<file path="config.mk">
export PLATFORM = sky130hd
export DESIGN_NAME = base64_codec_flat
export DESIGN_NICKNAME = d
export VERILOG_FILES = /design/src/sv/b64c_pkg.sv /design/src/sv/b64c_req_if.sv /design/src/sv/b64c_rsp_if.sv /design/src/sv/b64c_csr_if.sv /design/src/sv/b64c_front.sv /design/src/sv/b64c_queue.sv /design/src/sv/b64c_back.sv /design/src/sv/base64_codec.sv /design/src/flat_wrapper.sv
export VERILOG_INCLUDE_DIRS = /design/src /design/src/sv
export SDC_FILE = /design/constraint.sdc
export NUM_CORES = 1
export LEC_CHECK = 0
export ABC_CLOCK_PERIOD_IN_PS = 4300
export BUFFER_PORTS_ARGS = -buffer_cell sky130_fd_sc_hd__buf_2
export CAP_MARGIN = 20
export CORE_ASPECT_RATIO = 2
export CORE_MARGIN = 1.5
export CORE_UTILIZATION = 40
export CTS_CLUSTER_DIAMETER = 60
export DETAILED_ROUTE_END_ITERATION = 6
export SLEW_MARGIN = 40
export SYNTH_ARGS = -nofsm -noshare
export SYNTH_HDL_FRONTEND = slang
export SYNTH_SLANG_ARGS = --single-unit
export TNS_END_PERCENT = 10
</file>
<file path="constraint.sdc">
create_clock -name clock -period 4.3 [get_ports clock]
set_clock_uncertainty 0.1 [all_clocks]
set_input_delay 0.43 -clock clock [delete_from_list [all_inputs] [get_ports clock]]
set_output_delay 0.43 -clock clock [all_outputs]
set_load 0.1 [all_outputs]
</file>
<file path="src/sv/base64_codec_defines.svh">
// ---------------------------------------------------------------------------
// Base64 codec assertion macros
// Concurrent assertion wrappers on clock, disabled while reset is high.
// ---------------------------------------------------------------------------
`ifndef BASE64_CODEC_DEFINES_SVH
`define BASE64_CODEC_DEFINES_SVH

`ifndef SYNTHESIS
// Check an implication at every rising clock edge.
`define B64C_ASSERT(label, prop, msg) \
   label: assert property (@(posedge clock) disable iff (reset) prop) else $error(msg);
// Check that a trigger is followed by a consequence in the next cycle.
`define B64C_ASSERT_NEXT(label, trig, cons, msg) \
   label: assert property (@(posedge clock) disable iff (reset) (trig) |=> (cons)) \
      else $error(msg);
`else
`define B64C_ASSERT(label, prop, msg)
`define B64C_ASSERT_NEXT(label, trig, cons, msg)
`endif

`endif

</file>
<file path="src/sv/b64c_pkg.sv">
// ---------------------------------------------------------------------------
// Base64 codec package
// Shared codes, job descriptor, queue status and alphabet mapping functions.
// ---------------------------------------------------------------------------
package b64c_pkg;

   localparam int unsigned QUEUE_DEPTH_DEF = 2;

   localparam logic KIND_DATA = 1'b0;
   localparam logic KIND_END  = 1'b1;

   localparam logic DIR_ENCODE = 1'b0;
   localparam logic DIR_DECODE = 1'b1;

   localparam logic [7:0] CHAR_UPPER_A = 8'h41;
   localparam logic [7:0] CHAR_UPPER_Z = 8'h5A;
   localparam logic [7:0] CHAR_LOWER_A = 8'h61;
   localparam logic [7:0] CHAR_LOWER_Z = 8'h7A;
   localparam logic [7:0] CHAR_DIGIT_0 = 8'h30;
   localparam logic [7:0] CHAR_DIGIT_9 = 8'h39;
   localparam logic [7:0] CHAR_PLUS    = 8'h2B;
   localparam logic [7:0] CHAR_SLASH   = 8'h2F;
   localparam logic [7:0] CHAR_PAD     = 8'h3D;

   localparam logic [5:0] VAL_LOWER_BASE = 6'd26;
   localparam logic [5:0] VAL_DIGIT_BASE = 6'd52;
   localparam logic [5:0] VAL_PLUS       = 6'd62;
   localparam logic [5:0] VAL_SLASH      = 6'd63;

   // One accepted item's worth of results (one to three transactions).
   typedef struct packed {
      logic [1:0]      count;     // number of results, 1..3
      logic            has_data;
      logic            last;      // mark the final result
      logic            error;
      logic [2:0][7:0] data;
   } job_type;

   typedef struct packed {
      logic full;
      logic empty;
   } q_stat_type;

   // Map a six-bit value to its alphabet character.
   function automatic logic [7:0] sym_of(input logic [5:0] v);
      logic [7:0] v8;
      v8 = {2'b00, v};
      if (v < VAL_LOWER_BASE) begin
         return CHAR_UPPER_A + v8;
      end else if (v < VAL_DIGIT_BASE) begin
         return CHAR_LOWER_A + v8 - {2'b00, VAL_LOWER_BASE};
      end else if (v < VAL_PLUS) begin
         return CHAR_DIGIT_0 + v8 - {2'b00, VAL_DIGIT_BASE};
      end else if (v == VAL_PLUS) begin
         return CHAR_PLUS;
      end
      return CHAR_SLASH;
   endfunction

   // Map a character to {invalid, value}.
   function automatic logic [6:0] val_of(input logic [7:0] c);
      logic [6:0] r;
      r = {1'b1, 6'd0};
      if (c inside {[CHAR_UPPER_A:CHAR_UPPER_Z]}) begin
         r = {1'b0, 6'(c - CHAR_UPPER_A)};
      end else if (c inside {[CHAR_LOWER_A:CHAR_LOWER_Z]}) begin
         r = {1'b0, 6'(c - CHAR_LOWER_A) + VAL_LOWER_BASE};
      end else if (c inside {[CHAR_DIGIT_0:CHAR_DIGIT_9]}) begin
         r = {1'b0, 6'(c - CHAR_DIGIT_0) + VAL_DIGIT_BASE};
      end else if (c == CHAR_PLUS) begin
         r = {1'b0, VAL_PLUS};
      end else if (c == CHAR_SLASH) begin
         r = {1'b0, VAL_SLASH};
      end
      return r;
   endfunction

endpackage

</file>
<file path="src/sv/b64c_req_if.sv">
// ---------------------------------------------------------------------------
// Base64 codec request channel
// Valid/ready channel carrying one byte or character, or an end marker.
// ---------------------------------------------------------------------------
interface b64c_req_if;
   logic       valid;
   logic       ready;
   logic       kind;
   logic [7:0] data_in;

   modport source (output valid, output kind, output data_in, input ready);
   modport sink   (input valid, input kind, input data_in, output ready);
endinterface

</file>
<file path="src/sv/b64c_rsp_if.sv">
// ---------------------------------------------------------------------------
// Base64 codec response channel
// Valid/ready channel carrying one result transaction.
// ---------------------------------------------------------------------------
interface b64c_rsp_if;
   logic       valid;
   logic       ready;
   logic [7:0] data_out;
   logic       has_data;
   logic       last;
   logic       error;

   modport source (output valid, output data_out, output has_data, output last,
                   output error, input ready);
   modport sink   (input valid, input data_out, input has_data, input last,
                   input error, output ready);
endinterface

</file>
<file path="src/sv/b64c_csr_if.sv">
// ---------------------------------------------------------------------------
// Base64 codec control register channel
// Valid/ready write channel for the direction register.
// ---------------------------------------------------------------------------
interface b64c_csr_if;
   logic valid;
   logic ready;
   logic direction;

   modport source (output valid, output direction, input ready);
   modport sink   (input valid, input direction, output ready);
endinterface

</file>
<file path="src/sv/b64c_front.sv">
// ---------------------------------------------------------------------------
// Base64 codec front end
// Accept items, update the message state and build at most one job per item.
// ---------------------------------------------------------------------------
module b64c_front (
   input  logic                  clock,
   input  logic                  reset,
   b64c_req_if.sink              req,
   b64c_csr_if.sink              csr,
   input  b64c_pkg::q_stat_type  q_stat,
   output logic                  push,
   output b64c_pkg::job_type     job
);
   import b64c_pkg::*;

   logic        direction_ff, direction_in;
   logic [11:0] buf_ff, buf_in;
   logic [3:0]  cnt_ff, cnt_in;
   logic [1:0]  gp_ff, gp_in;
   logic        pad_ff, pad_in;
   logic        err_ff, err_in;

   logic        accept;

   // encode data step
   logic [11:0] enc_buf;
   logic [3:0]  enc_c0, enc_c1, enc_c2;
   logic        enc_e0, enc_e1;
   logic [11:0] enc_sh0, enc_sh1;

   // encode flush at end of message
   logic        fl_has;
   logic [11:0] fl_right, fl_left;
   logic [5:0]  fl_v;
   logic [1:0]  fl_gp, fl_pads;
   logic [2:0]  fl_sum;
   logic [1:0]  fl_total;

   // decode step
   logic [6:0]  dec_val;
   logic [11:0] dec_buf;
   logic [3:0]  dec_c, dec_c2;
   logic        dec_emit;
   logic [11:0] dec_sh;

   assign csr.ready = 1'b1;
   assign req.ready = !q_stat.full;
   assign accept    = req.valid && req.ready;

   always_comb begin
      enc_buf = {buf_ff[3:0], req.data_in};
      enc_c0  = cnt_ff + 4'd8;
      enc_e0  = (enc_c0 >= 4'd6);
      enc_c1  = enc_c0 - 4'd6;
      enc_e1  = enc_e0 && (enc_c1 >= 4'd6);
      enc_c2  = enc_c1 - 4'd6;
      enc_sh0 = enc_buf >> enc_c1;
      enc_sh1 = enc_buf >> enc_c2;

      fl_has   = (cnt_ff != 4'd0);
      fl_right = buf_ff >> (cnt_ff - 4'd6);
      fl_left  = buf_ff << (4'd6 - cnt_ff);
      fl_v     = (cnt_ff >= 4'd6) ? fl_right[5:0] : fl_left[5:0];
      fl_gp    = gp_ff + {1'b0, fl_has};
      fl_pads  = 2'd0 - fl_gp;
      fl_sum   = {2'b00, fl_has} + {1'b0, fl_pads};
      fl_total = (fl_sum > 3'd3) ? 2'd3 : fl_sum[1:0];

      dec_val  = val_of(req.data_in);
      dec_buf  = {buf_ff[5:0], dec_val[5:0]};
      dec_c    = cnt_ff + 4'd6;
      dec_emit = (dec_c >= 4'd8);
      dec_c2   = dec_c - 4'd8;
      dec_sh   = dec_buf >> dec_c2;
   end

   always_comb begin
      direction_in = direction_ff;
      buf_in       = buf_ff;
      cnt_in       = cnt_ff;
      gp_in        = gp_ff;
      pad_in       = pad_ff;
      err_in       = err_ff;
      push         = 1'b0;
      job          = '0;

      if (csr.valid) begin
         direction_in = csr.direction;
      end

      if (accept) begin
         if (req.kind == KIND_END) begin
            // close the message: flush and pad when encoding, then clear
            push      = 1'b1;
            job.last  = 1'b1;
            job.error = err_ff;
            if (direction_ff == DIR_ENCODE && fl_total != 2'd0) begin
               job.count    = fl_total;
               job.has_data = 1'b1;
               job.data[0]  = fl_has ? sym_of(fl_v) : CHAR_PAD;
               job.data[1]  = CHAR_PAD;
               job.data[2]  = CHAR_PAD;
            end else begin
               job.count = 2'd1;
            end
            buf_in = '0;
            cnt_in = '0;
            gp_in  = '0;
            pad_in = 1'b0;
            err_in = 1'b0;
         end else if (direction_ff == DIR_ENCODE) begin
            buf_in = enc_buf;
            cnt_in = enc_e1 ? enc_c2 : (enc_e0 ? enc_c1 : enc_c0);
            gp_in  = gp_ff + {1'b0, enc_e0} + {1'b0, enc_e1};
            if (enc_e0) begin
               push         = 1'b1;
               job.count    = enc_e1 ? 2'd2 : 2'd1;
               job.has_data = 1'b1;
               job.error    = err_ff;
               job.data[0]  = sym_of(enc_sh0[5:0]);
               job.data[1]  = sym_of(enc_sh1[5:0]);
            end
         end else if (!pad_ff) begin
            if (req.data_in == CHAR_PAD) begin
               pad_in = 1'b1;
            end else if (dec_val[6]) begin
               // bad character: flag it and halt until end of message
               err_in    = 1'b1;
               pad_in    = 1'b1;
               push      = 1'b1;
               job.count = 2'd1;
               job.error = 1'b1;
            end else begin
               buf_in = dec_buf;
               cnt_in = dec_emit ? dec_c2 : dec_c;
               if (dec_emit) begin
                  push         = 1'b1;
                  job.count    = 2'd1;
                  job.has_data = 1'b1;
                  job.error    = err_ff;
                  job.data[0]  = dec_sh[7:0];
               end
            end
         end
      end
   end

   always_ff @(posedge clock) begin
      if (reset) begin
         direction_ff <= DIR_ENCODE;
         buf_ff       <= '0;
         cnt_ff       <= '0;
         gp_ff        <= '0;
         pad_ff       <= 1'b0;
         err_ff       <= 1'b0;
      end else begin
         direction_ff <= direction_in;
         buf_ff       <= buf_in;
         cnt_ff       <= cnt_in;
         gp_ff        <= gp_in;
         pad_ff       <= pad_in;
         err_ff       <= err_in;
      end
   end

endmodule

</file>
<file path="src/sv/b64c_queue.sv">
// ---------------------------------------------------------------------------
// Base64 codec job queue
// Small FIFO of jobs between the front end and the output stage.
// ---------------------------------------------------------------------------
module b64c_queue #(
   parameter int unsigned QueueDepth = b64c_pkg::QUEUE_DEPTH_DEF
) (
   input  logic                  clock,
   input  logic                  reset,
   input  logic                  push,
   input  b64c_pkg::job_type     wr_job,
   input  logic                  pop,
   output b64c_pkg::job_type     head,
   output b64c_pkg::q_stat_type  stat
);
   import b64c_pkg::*;

   localparam int unsigned PtrW = (QueueDepth > 1) ? $clog2(QueueDepth) : 1;
   localparam int unsigned CntW = $clog2(QueueDepth + 1);
   localparam logic [PtrW-1:0] PtrLast = PtrW'(QueueDepth - 1);
   localparam logic [CntW-1:0] CntFull = CntW'(QueueDepth);

   job_type         slots [QueueDepth];
   logic [PtrW-1:0] wr_ptr_ff, wr_ptr_in;
   logic [PtrW-1:0] rd_ptr_ff, rd_ptr_in;
   logic [CntW-1:0] cnt_ff, cnt_in;

   assign head       = slots[rd_ptr_ff];
   assign stat.full  = (cnt_ff == CntFull);
   assign stat.empty = (cnt_ff == '0);

   always_comb begin
      wr_ptr_in = wr_ptr_ff;
      rd_ptr_in = rd_ptr_ff;
      cnt_in    = cnt_ff;
      if (push) begin
         wr_ptr_in = (wr_ptr_ff == PtrLast) ? '0 : wr_ptr_ff + 1'b1;
      end
      if (pop) begin
         rd_ptr_in = (rd_ptr_ff == PtrLast) ? '0 : rd_ptr_ff + 1'b1;
      end
      if (push && !pop) begin
         cnt_in = cnt_ff + 1'b1;
      end else if (pop && !push) begin
         cnt_in = cnt_ff - 1'b1;
      end
   end

   always_ff @(posedge clock) begin
      if (push) begin
         slots[wr_ptr_ff] <= wr_job;
      end
   end

   always_ff @(posedge clock) begin
      if (reset) begin
         wr_ptr_ff <= '0;
         rd_ptr_ff <= '0;
         cnt_ff    <= '0;
      end else begin
         wr_ptr_ff <= wr_ptr_in;
         rd_ptr_ff <= rd_ptr_in;
         cnt_ff    <= cnt_in;
      end
   end

endmodule

</file>
<file path="src/sv/b64c_back.sv">
// ---------------------------------------------------------------------------
// Base64 codec output stage
// Step through the head job one result at a time into the output register.
// ---------------------------------------------------------------------------
module b64c_back (
   input  logic                  clock,
   input  logic                  reset,
   input  b64c_pkg::q_stat_type  q_stat,
   input  b64c_pkg::job_type     head,
   output logic                  pop,
   b64c_rsp_if.source            rsp
);
   import b64c_pkg::*;

   logic [1:0] idx_ff, idx_in;
   logic       valid_ff, valid_in;
   logic [7:0] data_ff, data_in;
   logic       has_ff, has_in;
   logic       last_ff, last_in;
   logic       err_ff, err_in;
   logic       load;
   logic       final_res;

   always_comb begin
      load      = !q_stat.empty && (!valid_ff || rsp.ready);
      final_res = (idx_ff == head.count - 2'd1);
      pop       = load && final_res;
      idx_in    = idx_ff;
      valid_in  = valid_ff && !rsp.ready;
      data_in   = data_ff;
      has_in    = has_ff;
      last_in   = last_ff;
      err_in    = err_ff;
      if (load) begin
         idx_in   = final_res ? 2'd0 : idx_ff + 2'd1;
         valid_in = 1'b1;
         data_in  = head.data[idx_ff];
         has_in   = head.has_data;
         last_in  = head.last && final_res;
         err_in   = head.error;
      end
   end

   always_ff @(posedge clock) begin
      if (reset) begin
         idx_ff   <= '0;
         valid_ff <= 1'b0;
      end else begin
         idx_ff   <= idx_in;
         valid_ff <= valid_in;
      end
   end

   always_ff @(posedge clock) begin
      data_ff <= data_in;
      has_ff  <= has_in;
      last_ff <= last_in;
      err_ff  <= err_in;
   end

   assign rsp.valid    = valid_ff;
   assign rsp.data_out = data_ff;
   assign rsp.has_data = has_ff;
   assign rsp.last     = last_ff;
   assign rsp.error    = err_ff;

endmodule

</file>
<file path="src/sv/base64_codec.sv">
// ---------------------------------------------------------------------------
// Base64 codec (standard alphabet, streaming)
// csr_ch writes the direction bit: 0 encodes bytes, 1 decodes characters.
//    Write it only while the codec is idle; csr_ch.ready is always high.
// req_ch carries one byte or character per transaction, or an end marker
//    (kind = 1) that flushes and pads when encoding, raises last and clears the message state.
// rsp_ch carries results: 0..2 per data item, 1..3 per end item.
// The first result of a request transaction reaches rsp_ch through the job
//    queue and then the output register; later results of the same item
//    follow one per cycle while rsp_ch is not stalled.
// Throughput: the front end takes one request per cycle while the job queue
//    has room; the output register drains one transaction per cycle while
//    rsp_ch.ready is high and jobs are queued.
// Reset clears the direction to encode, the message state and the queue.
// A stalled rsp_ch holds its output; jobs collect in the queue, and when
//    it is full req_ch.ready drops until the receiver takes data again.
// ---------------------------------------------------------------------------
`include "base64_codec_defines.svh"

module base64_codec #(
   parameter int unsigned QueueDepth = b64c_pkg::QUEUE_DEPTH_DEF
) (
   input  logic        clock,
   input  logic        reset,
   b64c_req_if.sink    req_ch,
   b64c_rsp_if.source  rsp_ch,
   b64c_csr_if.sink    csr_ch
);
   import b64c_pkg::*;

   // front end -> queue
   logic       push;
   job_type    job;
   // queue -> output stage
   job_type    head;
   q_stat_type q_stat;
   logic       pop;

   // Classify each transaction and fold it into the message state.
   b64c_front u_front (
      .clock  (clock),
      .reset  (reset),
      .req    (req_ch),
      .csr    (csr_ch),
      .q_stat (q_stat),
      .push   (push),
      .job    (job)
   );

   // Decouple the front end from a stalled receiver.
   b64c_queue #(
      .QueueDepth (QueueDepth)
   ) u_queue (
      .clock  (clock),
      .reset  (reset),
      .push   (push),
      .wr_job (job),
      .pop    (pop),
      .head   (head),
      .stat   (q_stat)
   );

   // Emit the head job's results one per cycle while rsp_ch is ready.
   b64c_back u_back (
      .clock  (clock),
      .reset  (reset),
      .q_stat (q_stat),
      .head   (head),
      .pop    (pop),
      .rsp    (rsp_ch)
   );

   // Never write into a full queue.
   `B64C_ASSERT(a_push_room, push |-> !q_stat.full, "job pushed into full queue")
   // Never drain an empty queue.
   `B64C_ASSERT(a_pop_data, pop |-> !q_stat.empty, "job popped from empty queue")
   // A pushed job must be visible on the next cycle.
   `B64C_ASSERT_NEXT(a_push_seen, push && !pop, !q_stat.empty, "pushed job lost")
   // Results without data carry a zero byte.
   `B64C_ASSERT(a_nodata_zero, (rsp_ch.valid && !rsp_ch.has_data) |-> (rsp_ch.data_out == 8'd0),
      "result without data has nonzero byte")

endmodule

</file>
<file path="src/flat_wrapper.sv">
// flat-port wrapper written by rule: the top's interface ports become plain ports
module base64_codec_flat import b64c_pkg::*;
#(
   parameter int unsigned QueueDepth = b64c_pkg::QUEUE_DEPTH_DEF
)
  (clock, reset, req_ch_valid, req_ch_kind, req_ch_data_in, req_ch_ready, rsp_ch_valid, rsp_ch_data_out, rsp_ch_has_data, rsp_ch_last, rsp_ch_error, rsp_ch_ready, csr_ch_valid, csr_ch_direction, csr_ch_ready);
  b64c_req_if req_ch_i ();
  b64c_rsp_if rsp_ch_i ();
  b64c_csr_if csr_ch_i ();
  input  logic clock;
  input  logic reset;
  input wire logic [$bits(req_ch_i.valid)-1:0] req_ch_valid;
  input wire logic [$bits(req_ch_i.kind)-1:0] req_ch_kind;
  input wire logic [$bits(req_ch_i.data_in)-1:0] req_ch_data_in;
  output wire logic [$bits(req_ch_i.ready)-1:0] req_ch_ready;
  output wire logic [$bits(rsp_ch_i.valid)-1:0] rsp_ch_valid;
  output wire logic [$bits(rsp_ch_i.data_out)-1:0] rsp_ch_data_out;
  output wire logic [$bits(rsp_ch_i.has_data)-1:0] rsp_ch_has_data;
  output wire logic [$bits(rsp_ch_i.last)-1:0] rsp_ch_last;
  output wire logic [$bits(rsp_ch_i.error)-1:0] rsp_ch_error;
  input wire logic [$bits(rsp_ch_i.ready)-1:0] rsp_ch_ready;
  input wire logic [$bits(csr_ch_i.valid)-1:0] csr_ch_valid;
  input wire logic [$bits(csr_ch_i.direction)-1:0] csr_ch_direction;
  output wire logic [$bits(csr_ch_i.ready)-1:0] csr_ch_ready;
  assign req_ch_i.valid = req_ch_valid;
  assign req_ch_i.kind = req_ch_kind;
  assign req_ch_i.data_in = req_ch_data_in;
  assign req_ch_ready = req_ch_i.ready;
  assign rsp_ch_valid = rsp_ch_i.valid;
  assign rsp_ch_data_out = rsp_ch_i.data_out;
  assign rsp_ch_has_data = rsp_ch_i.has_data;
  assign rsp_ch_last = rsp_ch_i.last;
  assign rsp_ch_error = rsp_ch_i.error;
  assign rsp_ch_i.ready = rsp_ch_ready;
  assign csr_ch_i.valid = csr_ch_valid;
  assign csr_ch_i.direction = csr_ch_direction;
  assign csr_ch_ready = csr_ch_i.ready;
  base64_codec #(.QueueDepth(QueueDepth)) u_core (.clock(clock), .reset(reset), .req_ch(req_ch_i), .rsp_ch(rsp_ch_i), .csr_ch(csr_ch_i));
endmodule
</file>
==> results of run 1 <==
==> what timing repair did <==
action | 4_1_cts | 5_1_grt
resized for setup | 0 | 4
endpoints found under the setup margin | 0 | 2
setup buffers | 0 | 2
==> worst reg2reg max path, delay by kind of cell, from the launching register on <==
family	cells	cell delay [ps]
compound gates	8	2070
fa+ha+maj	2	660
buf+inv	4	510
flops	1	340
simple gates	1	230
==> power groups by stage <==
stage	sequential, uW	combinational, uW	clock, uW
global route	1220	1920	779
detailed placement	1220	1770	0
finish	1200	1790	732
floorplan	1590	1020	0
CTS	1200	1780	749
global placement	1220	1760	0
==> state kept, by name (all words and copies together) (netlist names), 2 cells and up, named ones only <==
name,count
u_core.u_back.idx_ff,2
u_core.u_back.rsp.data_out,8
u_core.u_front.buf_ff,12
u_core.u_front.cnt_ff,3
u_core.u_front.gp_ff,2
u_core.u_queue.cnt_ff,2
u_core.u_queue.slots,44
==> stage by stage <==
step	area, um2	power (uW)
detailed placement	7060	2990
global placement	7050	2980
global route	7390	3920
finish	7390	3720
floorplan	6740	2620
CTS	7340	3730
==> per-layer routing <==
metal  global-route usage, %  part of all wire, %  routed length (um)
met4                    7.35                  3.5                 668
met2                    35.9                   49                9300
met3                    3.22                  5.9                1140
met5                       0                    0                   0
met1                    29.3                   42                8030
==> cells in the final DEF (no fill, tap or decap), types with 4 or more instances in the layout <==
| master | Yosys | routed |
|---|---|---|
| nand2b_1 | 10 | 10 |
| nor2_1 | 79 | 78 |
| ha_1 | 33 | 32 |
| nor3_1 | 24 | 24 |
| xnor2_1 | 10 | 10 |
| o211ai_1 | 4 | 4 |
| o221ai_1 | 4 | 4 |
| nor2b_1 | 16 | 16 |
| o21ai_1 | 8 | 8 |
| buf_2 | 16 | 27 |
| a211o_1 | 5 | 5 |
| and2_1 | 7 | 6 |
| or3_1 | 4 | 4 |
| inv_1 | 36 | 36 |
| a211oi_1 | 9 | 9 |
| mux2_2 | 6 | 6 |
| clkbuf_16 | 0 | 9 |
| nand3b_1 | 7 | 7 |
| nand3_1 | 24 | 24 |
| a21oi_1 | 53 | 53 |
| o21ai_0 | 43 | 43 |
| nand2_1 | 63 | 63 |
| nand4_1 | 5 | 5 |
| a22oi_1 | 4 | 4 |
| dfxtp_1 | 28 | 27 |
| and3_1 | 4 | 4 |
| mux4_2 | 17 | 17 |
| mux2i_1 | 35 | 35 |
| edfxtp_1 | 55 | 55 |
| a311oi_1 | 6 | 6 |
| a31oi_1 | 10 | 10 |
| buf_4 | 6 | 23 |
| xor2_1 | 6 | 6 |
| inv_2 | 4 | 4 |
==> cells by family (layout without fill, tap and decap cells) <==
logic type / count (synthesis) / in the layout / synth area share, %
AO/OA/AOI/OAI: 207 / 207 / 21.7
XOR/XNOR: 16 / 16 / 2.08
adder cells (fa/ha/maj): 34 / 34 / 6.42
buffers and inverters: 93 / 110 / 6.44
flip-flops: 83 / 83 / 32.8
multiplexers: 58 / 58 / 11.9
other: 1 / 1 / 0.0556
AND/OR/NAND/NOR: 258 / 258 / 18.6
==> worst max-delay path by stage <==
stage                                       endpoint  slack, ps  cells past startpoint                      from
after floorplan           u_core.u_queue.slots[0][3]        350                     20  u_core.u_front.cnt_ff[1]
after global placement    u_core.u_queue.slots[0][7]        240                     11         req_ch_data_in[1]
after detailed placement  u_core.u_queue.slots[1][3]        220                     15  u_core.u_front.cnt_ff[1]
after CTS                 u_core.u_queue.slots[0][3]        170                     15  u_core.u_front.cnt_ff[1]
after global routing      u_core.u_queue.slots[0][3]        -30                     15  u_core.u_front.cnt_ff[1]
final                     u_core.u_queue.slots[1][2]        170                     15  u_core.u_front.cnt_ff[1]
==> area by class of cell <==
type                       count  area (um2)  share of cell area [%]
clock inverter                 7        51.3                   0.694
inverter                      42         163                    2.20
timing repair buffer          52         348                    4.70
clock buffer                   9         225                    3.05
multi-input combinational    574        4130                    55.9
sequential                    83        2210                    29.9
tap                          207         259                    3.50
==> impl_metrics.env, run 1 <==
export IMPL_timing_hold_ws_ps=232
export IMPL_hold_path_endpoint="u_core.u_front.direction_ff"
export IMPL_period_share_pct=96.0
export IMPL_cts_max_path_buffers=2
export IMPL_ys_types=88
export IMPL_final_util_pct=44.5
export IMPL_synthDominantCellAreaShare_pct=24.5
export IMPL_area_growth_pct=9.69
export IMPL_ys_top_cells_by_area="edfxtp_1, dfxtp_1, ha_1, mux4_2, mux2i_1"
export IMPL_hp_start="csr_ch_direction"
export IMPL_yosys_warnings=0
export IMPL_power_density_nw_per_um2=503
export IMPL_clkPwrFrac_pct=19.7
export IMPL_slowest_stage="a2111oi_1"
export IMPL_grt_usage_pct=22.0
export IMPL_drive_above_1_share_pct=17.2
export IMPL_pre_cts_ws_ps=220
export IMPL_grt_pass1_wl_mm=30.1
export IMPL_synth_edf_count=55
export IMPL_crit_buf_inv=4
export IMPL_critPathRequiredTime_ps=4320
export IMPL_relSlewSlack_pct=54.2
export IMPL_clkSinkCount=83
export IMPL_syn_inst=750
export IMPL_combPwrFrac_pct=48.0
export IMPL_synthFlopType="edfxtp_1"
export IMPL_place_gp_congestion=0.906
export IMPL_cts_root_buffer="clkbuf_16"
export IMPL_io_buffers=27
export IMPL_slew_violations=0
export IMPL_route_detailed_drc=0
export IMPL_final_nets=811
export IMPL_synth_largest_area_cell="edfxtp_1"
export IMPL_drt_first_pass_iters=6
export IMPL_synth_most_common_cell="nor2_1"
export IMPL_io_pins=29
export IMPL_crit_arrival_ps=4140
export IMPL_end_kind="flip-flop"
export IMPL_dieArea_um2=17700
export IMPL_diodes=0
export IMPL_cap_violations=0
export IMPL_status="finished clean"
export IMPL_worst_slew_pin_slew_ps=685
export IMPL_r2r_setup_slack_ps=170
export IMPL_synth_async_reset_ratio_pct=0
export IMPL_rr_startpoint="u_core.u_front.cnt_ff[1]"
export IMPL_clkTransAtPathRegs_ps=60
export IMPL_grt_overflow=0
export IMPL_syn_num_nets=799
export IMPL_die_w_um=94.8
export IMPL_routed_wl_mm=19.1
export IMPL_slowest_delay_ps=630
export IMPL_hpwl_mm=13.9
export IMPL_r2r_end="u_core.u_queue.slots[1][2]"
export IMPL_ys_seq_elements=83
export IMPL_path_max_fanout=8
export IMPL_fp_dieH_um=187
export IMPL_fillers=1635
export IMPL_hold_path_class="in2reg"
export IMPL_fin_ws_ps=171
export IMPL_grt_pass1_vias=5610
export IMPL_ctsHtreeMaxLevel=3
export IMPL_power_leakage_uw=0.00275
export IMPL_grt_max_degree=50
export IMPL_synth_common_cells="nor2_1, nand2_1, edfxtp_1, a21oi_1, o21ai_0"
export IMPL_yosysSeqAreaShare_pct=32.8
export IMPL_tritoncts="yes"
export IMPL_cts_made_buffers=9
export IMPL_viasPerCell=6.05
export IMPL_pwr_share_seq_pct=32.3
export IMPL_antenna_found_initial=0
export IMPL_dp_cells=956
export IMPL_final_min_clock_period_ps=4130
export IMPL_worstPathCellList="buf_4 -> inv_4 -> ha_2 -> nand2b_1 -> a2111oi_1 -> a311oi_4 -> inv_2 -> ha_1 -> a41o_1 -> a31oi_1 -> o21a_2 -> buf_12 -> a311oi_1 -> o32ai_1 -> a2111oi_2"
export IMPL_holdPathStages=3
export IMPL_rows=67
export IMPL_p_sw_share_pct=45.1
export IMPL_syn_area_per_cell_um2=8.99
export IMPL_setup_viol=0
export IMPL_critical_path_top_delay_family="compound AO/OA/AOI/OAI gates"
export IMPL_coreArea_um2=16600
export IMPL_p_sw_uw=1680
export IMPL_via_count=5896
export IMPL_internal_power_uw=2040
export IMPL_setup_tns_final_ps=0
export IMPL_fmax_mhz=242
export IMPL_holdBufCountCts=0
export IMPL_fin_cells=974
export IMPL_wire_per_inst_um=19.6
export IMPL_finalHoldViolations=0
export IMPL_reg2reg_depth=15
export IMPL_ir_worst_vdd_mv=0.314
export IMPL_postRouteAntennaNets=0
export IMPL_drtIter0Drc=557
export IMPL_critPathLaunchType="flip-flop"
export IMPL_start_util_pct=40.6
export IMPL_synth_area_um2=6740
export IMPL_clkLatencyLatePin_ps=340
export IMPL_crit_type="reg2reg"
(Power assumes the default switching activity.)
==> inputs of run 2 (changes only) <==
Settings changed: ABC_AREA set to 1, CAP_MARGIN 20 to not set.
==> run 2 against run 1 <==
Net effect:
- synthesized area grew 1.7%
- wire length grew 17%
- worst setup slack gained 390 ps
- die area grew 1.6%
- sequential share of layout area shrank 0.12 points
- combinational power grew 50%
==> impl_metrics.env, run 2 <==
export IMPL_fmax_mhz=267
export IMPL_viasPerCell=5.45
export IMPL_status="finished clean"
export IMPL_final_cell_mix="nand2_1, nor2_1, inv_1"
export IMPL_synth_xor_area_share_pct=2.43
export IMPL_synth_async_reset_ratio_pct=0
export IMPL_r2r_setup_slack_ps=560
export IMPL_end_kind="flip-flop"
export IMPL_slowest_delay_ps=450
export IMPL_slew_violations=0
export IMPL_syn_num_nets=1024
export IMPL_grt_busiest_layer="met2"
export IMPL_rr_startpoint="u_core.u_front.cnt_ff[2]"
export IMPL_synth_common_cells="nand2_1, nor2_1, inv_1, nand3_1, a21oi_1"
export IMPL_tritoncts="yes"
export IMPL_io_pins=29
export IMPL_dieArea_um2=18000
export IMPL_fp_dieH_um=188
export IMPL_period_share_pct=87.0
export IMPL_setup_tns_final_ps=0
export IMPL_slowest_stage="nor2_1"
export IMPL_yosysSeqAreaShare_pct=32.3
export IMPL_io_buffers=27
export IMPL_synth_largest_area_cell="edfxtp_1"
export IMPL_post_cts_buffers=0
export IMPL_cap_violations=0
export IMPL_final_nets=1043
export IMPL_crit_end="u_core.u_queue.slots[1][4]"
export IMPL_cts_made_buffers=9
export IMPL_routed_wl_mm=22.4
export IMPL_gr_usage_met1_pct=23.6
export IMPL_synthSimpleGateAreaFrac_pct=34.2
export IMPL_reg2reg_depth=18
export IMPL_use_met2_pct=49.1
export IMPL_r2r_end="u_core.u_queue.slots[1][4]"
export IMPL_synthDominantCellAreaShare_pct=24.1
export IMPL_grt_max_degree=33
export IMPL_cts_max_path_buffers=2
export IMPL_diodes=0
export IMPL_ctsHtreeMaxLevel=3
export IMPL_relSlewSlack_pct=47.8
export IMPL_grt_overflow=0
export IMPL_synth_compound_area_share_pct=14.8
export IMPL_synth_most_common_cell="nand2_1"
export IMPL_ys_types=57
export IMPL_synth_area_um2=6850
export IMPL_path_max_fanout=10
export IMPL_grt_pass1_wl_mm=35.3
export IMPL_hold_path_class="in2reg"
export IMPL_via_count=6572
export IMPL_syn_area_per_cell_um2=7.03
export IMPL_finalHoldViolations=0
export IMPL_grt_pass1_vias=6604
export IMPL_final_util_pct=44.3
export IMPL_ir_worst_vdd_mv=0.241
export IMPL_start_util_pct=40.9
export IMPL_critPathRequiredTime_ps=4290
export IMPL_synth_top_family_by_area="simple AND/OR/NAND/NOR gates"
export IMPL_drt_first_pass_iters=5
export IMPL_synth_mux_area_share_pct=0.146
export IMPL_crit_cells=18
export IMPL_antenna_found_initial=0
export IMPL_place_gp_congestion=1.03
export IMPL_wire_per_inst_um=18.6
export IMPL_largest_reg_flops=44
export IMPL_worstPathCellList="ha_1 -> ha_1 -> buf_4 -> inv_1 -> nor2_1 -> nand3_1 -> and2_1 -> nand2_2 -> inv_1 -> ha_1 -> inv_1 -> nand3_4 -> inv_2 -> nand3_2 -> nand3_1 -> nand3_1 -> nand2_1 -> nor2_1"
export IMPL_power_leakage_uw=0.00340
export IMPL_clkSinkCount=83
export IMPL_final_min_clock_period_ps=3740
export IMPL_rsz0062_at_grt="false"
export IMPL_die_w_um=95.6
export IMPL_synth_adder_area_share_pct=6.32
export IMPL_crit_buf_inv=5
export IMPL_cts_root_buffer="clkbuf_16"
export IMPL_setup_viol=0
export IMPL_worst_slew_pin_slew_ps=775
export IMPL_crit_arrival_ps=3740
export IMPL_hpwl_mm=18.3
export IMPL_regMostFlops="u_core.u_queue.slots"
export IMPL_rows=67
export IMPL_crit_start="u_core.u_front.cnt_ff[2]"
export IMPL_synthFlopType="edfxtp_1"
export IMPL_timing_hold_ws_ps=229
export IMPL_syn_inst=975
export IMPL_fillers=1804
export IMPL_holdBufCountCts=0
export IMPL_ys_seq_elements=83
export IMPL_drive_above_1_share_pct=14.1
export IMPL_coreArea_um2=16800
export IMPL_grt_usage_pct=26.4
export IMPL_route_detailed_drc=0
export IMPL_grt_use_met3_pct=3.00
export IMPL_synth_edf_count=55
export IMPL_critical_path_top_delay_family="simple AND/OR/NAND/NOR gates"
export IMPL_power_density_nw_per_um2=634
export IMPL_clkTransAtPathRegs_ps=70
export IMPL_cts_resized=0
export IMPL_dp_cells=1190
export IMPL_fin_cells=1206
export IMPL_final_common_cell="nand2_1"
export IMPL_clkLatencyLatePin_ps=340
export IMPL_yosys_warnings=0
export IMPL_crit_type="reg2reg"
export IMPL_area_growth_pct=8.27
export IMPL_postRouteAntennaNets=0
export IMPL_critPathLaunchType="flip-flop"
export IMPL_ys_top_cells_by_area="edfxtp_1, nand2_1, dfxtp_1, nand3_1, nor2_1"
export IMPL_drtIter0Drc=395
run 2: worst min path at each step:
stage / slack, ps / depth (start not counted) / end / start
CTS: 220 / 3 / u_core.u_front.direction_ff / csr_ch_direction
global placement: 350 / 2 / u_core.u_front.gp_ff[0] / u_core.u_front.gp_ff[0]
floorplan: 340 / 2 / u_core.u_front.err_ff / u_core.u_front.err_ff
global route: 240 / 3 / u_core.u_front.direction_ff / csr_ch_direction
finish: 230 / 3 / u_core.u_front.direction_ff / csr_ch_direction
detailed placement: 350 / 2 / u_core.u_front.gp_ff[0] / u_core.u_front.gp_ff[0]
run 2: report_power, final:
| part | leakage [uW] | total (uW) | switching [uW] | internal (uW) |
|---|---|---|---|---|
| sequential | 0.000764 | 1260 | 104 | 1150 |
| clock | 0.000139 | 756 | 354 | 402 |
| combinational | 0.00250 | 2690 | 1990 | 704 |
| total | 0.00340 | 4700 | 2440 | 2260 |
run 2: cells by family (layout without fill, tap and decap cells):
family / after synthesis / in the layout
XOR/XNOR: 19 / 19
multiplexers: 1 / 1
buffers and inverters: 151 / 175
other: 1 / 1
flip-flops: 83 / 83
AO/OA/AOI/OAI: 175 / 175
adder cells (fa/ha/maj): 34 / 34
AND/OR/NAND/NOR: 511 / 511
run 2: worst min-delay path, stage by stage:
cell and delay [ps]:
buf_2 80, a21oi_1 50, nor2_1 70
run 2: per-stage QoR:
stage | cell area [um2] | power, uW | setup slack, ps
after floorplan | 6850 | 3350 | 954
after global placement | 7140 | 3920 | 586
after detailed placement | 7140 | 3940 | 576
after CTS | 7420 | 4700 | 624
after global routing | 7420 | 5050 | 345
final | 7420 | 4700 | 558
run 2: cell type report:
cell class              count  area [um2]  area share, %
clock inverters             7        58.8          0.793
well taps                 207         259           3.49
clock buffers               9         225           3.04
repair buffers             39         225           3.04
multi-input cells         741        3980           53.6
flip-flops and latches     83        2210           29.8
inverters                 120         464           6.26
run 2: layer usage:
layer	vias up	routed length [um]	part of all wire, %
met2	199	12300	55
met4	0	2230	9.9
met5	-	0	0
met3	100	608	2.7
li1	3268	-	-
met1	3005	7260	32
